File: src/hw/rtl/smeu_pkg.sv
// ----------------------------------------------------------------------------
// smeu_pkg
// shared constants, opcodes, status codes and types of the stack execute unit
// ----------------------------------------------------------------------------
`default_nettype none
package smeu_pkg;

  localparam int STACK_DEPTH = 256;
  localparam int WORD_W      = 32;
  localparam int ADDR_W      = $clog2(STACK_DEPTH);
  localparam int SP_W        = ADDR_W + 1;
  localparam int CMP_W       = (SP_W > 8) ? SP_W : 8;
  localparam int DIV_CNT_W   = $clog2(WORD_W + 1);
  localparam int OUT_W       = 32;
  localparam int DEPTH_W     = 9;

  localparam logic [3:0] OP_PUSH8 = 4'd0;
  localparam logic [3:0] OP_PICK  = 4'd1;
  localparam logic [3:0] OP_ROLL  = 4'd2;
  localparam logic [3:0] OP_ADD   = 4'd3;
  localparam logic [3:0] OP_SUB   = 4'd4;
  localparam logic [3:0] OP_MUL   = 4'd5;
  localparam logic [3:0] OP_DIV   = 4'd6;
  localparam logic [3:0] OP_MOD   = 4'd7;
  localparam logic [3:0] OP_CALL  = 4'd8;

  localparam logic [2:0] K_PUSH = 3'd0;
  localparam logic [2:0] K_PICK = 3'd1;
  localparam logic [2:0] K_ROLL = 3'd2;
  localparam logic [2:0] K_ALU  = 3'd3;
  localparam logic [2:0] K_CALL = 3'd4;
  localparam logic [2:0] K_BAD  = 3'd5;

  localparam logic [2:0] ST_OK     = 3'd0;
  localparam logic [2:0] ST_UNDER  = 3'd1;
  localparam logic [2:0] ST_OVER   = 3'd2;
  localparam logic [2:0] ST_DIVZ   = 3'd3;
  localparam logic [2:0] ST_BADIDX = 3'd4;
  localparam logic [2:0] ST_BADOP  = 3'd5;

  typedef struct packed {
    logic [2:0] kind;
    logic [3:0] op;
    logic [7:0] imm;
  } cmd_t;

  // sign-extend or cut a stack word to the 32-bit result fields
  function automatic logic [OUT_W-1:0] to_out(input logic [WORD_W-1:0] w);
    logic [63:0] t;
    t = 64'(signed'(w));
    return t[OUT_W-1:0];
  endfunction

endpackage
`default_nettype wire

File: src/hw/rtl/smeu_front.sv
// ----------------------------------------------------------------------------
// smeu_front
// accepts instructions, classifies the opcode, two-entry queue to the back end
// ----------------------------------------------------------------------------
`default_nettype none
module smeu_front import smeu_pkg::*; (
  input  wire logic       clk,
  input  wire logic       rst,
  input  wire logic       in_valid,
  output logic            in_stall,
  input  wire logic [3:0] op,
  input  wire logic [7:0] imm,
  output logic            q_valid,
  output cmd_t            q_cmd,
  input  wire logic       q_pop
);

  cmd_t       slot [2];
  logic       wr_ptr;
  logic       rd_ptr;
  logic [1:0] count;
  logic       push;
  logic       pop;
  cmd_t       dec;

  always_comb begin
    dec.op  = op;
    dec.imm = imm;
    case (op)
      OP_PUSH8: dec.kind = K_PUSH;
      OP_PICK:  dec.kind = K_PICK;
      OP_ROLL:  dec.kind = K_ROLL;
      OP_ADD, OP_SUB, OP_MUL, OP_DIV, OP_MOD: dec.kind = K_ALU;
      OP_CALL:  dec.kind = K_CALL;
      default:  dec.kind = K_BAD;
    endcase
  end

  assign in_stall = (count == 2'd2);
  assign push     = in_valid && !in_stall;
  assign pop      = q_pop && q_valid;
  assign q_valid  = (count != 2'd0);
  assign q_cmd    = slot[rd_ptr];

  always_ff @(posedge clk) begin
    if (push) begin
      slot[wr_ptr] <= dec;
    end
    if (rst) begin
      wr_ptr <= 1'b0;
      rd_ptr <= 1'b0;
      count  <= 2'd0;
    end else begin
      if (push) wr_ptr <= !wr_ptr;
      if (pop)  rd_ptr <= !rd_ptr;
      count <= count + {1'b0, push} - {1'b0, pop};
    end
  end

endmodule
`default_nettype wire

File: config.mk
export PLATFORM = sky130hd
export DESIGN_NAME = smeu_front
export DESIGN_NICKNAME = d
export VERILOG_FILES = /design/src/hw/rtl/smeu_pkg.sv /design/src/hw/rtl/smeu_front.sv
export SDC_FILE = /design/constraint.sdc
export NUM_CORES = 1
export LEC_CHECK = 0
export ABC_AREA = 0
export BUFFER_PORTS_ARGS = -buffer_cell sky130_fd_sc_hd__buf_2
export CAP_MARGIN = 25
export CORE_MARGIN = 4
export CORE_UTILIZATION = 57
export CTS_BUF_LIST = sky130_fd_sc_hd__clkbuf_4 sky130_fd_sc_hd__clkbuf_8
export DETAILED_ROUTE_END_ITERATION = 8
export PLACE_DENSITY = 0.85
export SYNTH_ARGS = -nofsm -noshare
export SYNTH_HDL_FRONTEND = slang
export SYNTH_SLANG_ARGS = --single-unit
export TNS_END_PERCENT = 10
File: constraint.sdc
create_clock -name clk -period 2.7 [get_ports clk]
set_input_delay 0.405 -clock clk [delete_from_list [all_inputs] [get_ports clk]]
set_output_delay 0.405 -clock clk [all_outputs]
set_load 0.02 [all_outputs]
==> After elaboration in Yosys (flattened, before gate mapping) <==
Memory sizes are Yosys's and may differ from the RTL's. A register that Yosys moved wholly into a read port is not among the register bits.
Cells that the tools add are included.
{ "op_classes": {"mux": 4, "n_eq_ne": 1, "n_reduce_logical": 6, "addsub": 2} }
{ "op_table": {"columns": ["cell", "count"], "rows": [
  ["2-to-1 mux 1 bit", 4],
  ["logical NOT 1 bit", 3],
  ["adder 2 x 1 -> 2 bit", 1],
  ["equality test 2 bit (second input constant)", 1],
  ["logical AND 1 bit", 2],
  ["nonzero test 2 bit", 1],
  ["subtractor 2 x 1 -> 2 bit", 1]
]} }
{ "word_totals": {"ram_bits": 30, "rom_bits": 48, "wordCells": 18, "input_bits": 16, "output_inout_bits": 17, "reg_bits": 4, "mem_count": 2} }
{ "mem_list": {"columns": ["memory", "words", "width", "read_ports", "rd_clocked_by_memory_dff", "wr", "line_no", "source"], "rows": [
  ["(name not given)", 16, 3, 1, 0, 0, "smeu_front.sv:29", "case (op)"],
  ["slot", 2, 15, 1, 1, 1, "smeu_front.sv:18", "cmd_t slot [2];"]
]} }

==> Longest topological paths before layout <==
{ "logic_depth": {"depth_word": 5, "mapped_depth": 8, "mapped_depth_nobuf": 8} }

==> Worst setup path after synthesis <==
Ideal clock, no wire load.
{ "synth_path": {"path_type": "register -> register", "from": "register count[0]", "to": "memory slot[0][0] in the netlist's numbering (enable)", "t_arrival_ns": 1.168, "required_time_ns": 2.346, "slack_ns": 1.178, "path_stages_with_launch": 5, "path_buffers": 0, "period_less_slack_ns": 1.522, "setup_ns": 0.354, "cell_sequence": "dfxtp_1 -> nand2b_2 -> inv_2 -> or3_1 -> inv_1"} }
{ "synth_via": {"elab_chain_len": 5} }
{ "synth_lines": {"columns": ["element", "line_no", "source"], "rows": [
  ["start, declared", "smeu_front.sv:21", "logic [1:0] count;"],
  ["start signal, assigned", "smeu_front.sv:56", "count <= count + {1'b0, push} - {1'b0, pop};"],
  ["equality test 2 bit", "smeu_front.sv:39", "assign in_stall = (count == 2'd2);"],
  ["net in_stall", "smeu_front.sv:10", "output logic in_stall,"],
  ["logical NOT 1 bit", "smeu_front.sv:40", "assign push = in_valid && !in_stall;"],
  ["logical AND 1 bit", "smeu_front.sv:40", null],
  ["2-to-1 mux 1 bit", "smeu_front.sv:46", "if (push) begin"],
  ["2-to-1 mux 1 bit (not written as such)", "smeu_front.sv:47", "slot[wr_ptr] <= dec;"],
  ["end, declared", "smeu_front.sv:18", null]
]} }
The timed path passes the listed nets, and every way through them passes these cells.

==> summary.txt <==
Synth Net Count: 92
switching share of power: 32.2%
Power Total: 1.44 mW
Iter 0 DRT Violations: 20
unrepaired setup endpoints after global routing: no
top post-synthesis cells by area: edfxtp_1 66%, mux2_2 12%, dfxtp_1 7.9%
CP top delay family: flip-flops
Leakage: 0.607 nW
GRT Total Usage: 15.4%
1st-pass router iterations: 4
gr ovfl total: 0
GRT busiest layer: met2
final period demand of the worst path: 1.99 ns
post-synthesis cell count: 74
worst-case clock buffer depth: 2
post-synthesis register bit count: 33
switching pwr: 0.464 mW
met3 Use GR: 6.43%
Setup Fix Bufs, Post-CTS: 0
register area share after synthesis: 74.3%
Worst path max stage delay: 0.69 ns
DR vias/cell: 5.05
first-pass GRT wire length: 3010 µm
crit path cell chain: mux2_2 > buf_2
vias in the first global route: 681
Cell Pwr Density: 959 mW/mm²
area of the mapped netlist: 0.00127 mm²
maximum VDD drop: 702 µV
CTS tree: done
status: complete, no violations
Final Max Tran Viols: 0
Total Negative Setup Slacks: 0 ns
clk_skew: 0.0108 ns
Crit Path Max Fanout: 14
total CTS buffers: 5
Internal: 0.977 mW
post-CTS sizing: 0
DRC Markers: 0
# hold bufs at CTS: 0
CP max stage cell: dfxtp_1
Worst EP required: 2.30 ns
crit path launch type: flip-flop
Tightest Pin Transition: 0.570 ns
Sequential Power Share: 49.4%
Max Cap Viol: 0
Final Hold Vio Count: 0
WS Path Type: reg -> out
Sink Count: 33
met2 Usage GRT: 26.8%
H-tree Lvls: 2
GR Util met1: 15.5%
commonest non-fill, non-tap cell in the layout: buf_2
num rows: 16
Detail Placement HPWL: 1440 µm
Die H: 55.1 µm
worst path arrival time: 1.58 ns
Final ANT Viol Nets: 0
Hold Path Class: in -> reg
Clk pwr share: 18.5%
largest net degree at the start of global routing: 15
Die W: 55.1 µm
CP Buf/Inv Count: 1
diodes inserted: 0
Core ar.: 0.00204 mm²
initial core utilization: 62.0%
most frequent cells in the layout: 32 x buf_2, 28 x edfxtp_1, 14 x mux2_2
combinational fraction of design power: 32.1%
Layout Nets: 129
final period utilization: 73.7%
CTS Root Cell: clkbuf_4
Fmax: 0.503 GHz
area grow syn2layout: 18.7%
post-synthesis cell type count: 22
share of the synthesized area in the top cell type: 66.4%
reg-to-reg setup timing slack: 1.02 ns
final setup vio count: 0
Mean Syn Cell Area: 17.1 µm²
Worst-Skew Late Latency: 0.32 ns
Slew HR: 62.0%
vias after detailed routing: 702
# port buffers: 32
Routed Wire Length: 1940 µm
clock slew at reported path FFs: 0.09 ns
Avg WL per Cell: 14.0 µm
YS warnings: 0
RePlAce Congestion: 0.683
I/O Pins: 33
layout cells sized above 1: 51.8%
worst hold slack: 0.265 ns
crit end category: primary output
die area: 0.00304 mm²
Yosys top cell by area: edfxtp_1
initial antenna violation count: 0
-- cells in the mapped netlist (all sizes together) --
| library cell | count |
|---|---|
| nor2 | 5 |
| and3 | 1 |
| ha | 2 |
| o21ai | 1 |
| dfxtp | 5 |
| xnor2 | 1 |
| edfxtp | 28 |
| a21oi | 1 |
| mux2 | 14 |
| buf | 2 |
| or2 | 1 |
| nor3 | 1 |
| o21a | 1 |
| nand2b | 1 |
| and2 | 1 |
| xor2 | 1 |
| or3 | 1 |
| nor2b | 1 |
| nand2 | 1 |
| a211o | 1 |
| inv | 4 |
-- worst reg2reg max path, cell delays in order, from the launching register on --
cell      delay [ns]
dfxtp_1         0.38
nand2b_2        0.17
inv_2           0.04
or3_1           0.33
inv_1           0.40
-- metrics by stage --
step / area [µm²] / setup slack, ns / instances / utilization [%]
3_5_place_dp: 1450 / 0.998 / 131 / 70.8
6_report: 1500 / 0.711 / 139 / 73.6
2_1_floorplan: 1270 / 1.18 / 74 / -
5_1_grt: 1500 / 0.572 / 139 / 73.6
4_1_cts: 1500 / 0.662 / 139 / 73.6
3_3_place_gp: 1450 / 1.04 / 131 / 70.8
-- layout make-up --
cell class              instances  area, µm²
clock buffers                   7       52.6
clock inverters                 1       5.00
fillers                       153        539
inverters                       4       15.0
multi-input cells              35        295
flip-flops and latches         33        941
well taps                      27       33.8
repair buffers                 32        160
-- final timing paths --
path	from	endpoint	cells after the start
hold reg to reg	wr_ptr$_SDFFE_PP0P_	wr_ptr$_SDFFE_PP0P_	2
setup / recovery	flip-flop	q_cmd[12]	2
setup reg to reg	count[0]$_SDFF_PP0_	slot[0][7]$_DFFE_PP_	4
hold / removal	imm[5]	slot[1][5]$_DFFE_PP_	1
-- power groups by stage --
stage | Combinational [mW] | Clock [mW] | Sequential, mW
4_1_cts | 0.472 | 0.273 | 0.715
3_3_place_gp | 0.456 | 0 | 0.722
2_1_floorplan | 0.368 | 0 | 0.694
6_report | 0.463 | 0.267 | 0.711
5_1_grt | 0.508 | 0.312 | 0.725
3_5_place_dp | 0.470 | 0 | 0.727
-- flip-flops by register name, summed over array words and instances, names as in the netlist, named ones only --
name and cells:
slot 28, count 2, rd_ptr 1, wr_ptr 1
-- cells by family after synthesis --
logic type      after synthesis  synth area share (%)
fa+ha+maj                     2                  1.98
simple gates                 13                  5.44
xor+xnor                      2                  1.38
compound gates                4                  2.07
mux                          14                  12.5
buf+inv                       6                  2.37
flops                        33                  74.3
-- layer usage --
| layer | share of wire [%] | routed length, µm | vias up |
|---|---|---|---|
| met5 | 0 | 0 | - |
| met2 | 52 | 1020 | 20 |
| met1 | 38 | 746 | 334 |
| met3 | 7.1 | 138 | 5 |
| met4 | 2.2 | 43 | 0 |
| li1 | - | - | 343 |
No activity file was read; power rests on OpenSTA's default activity.
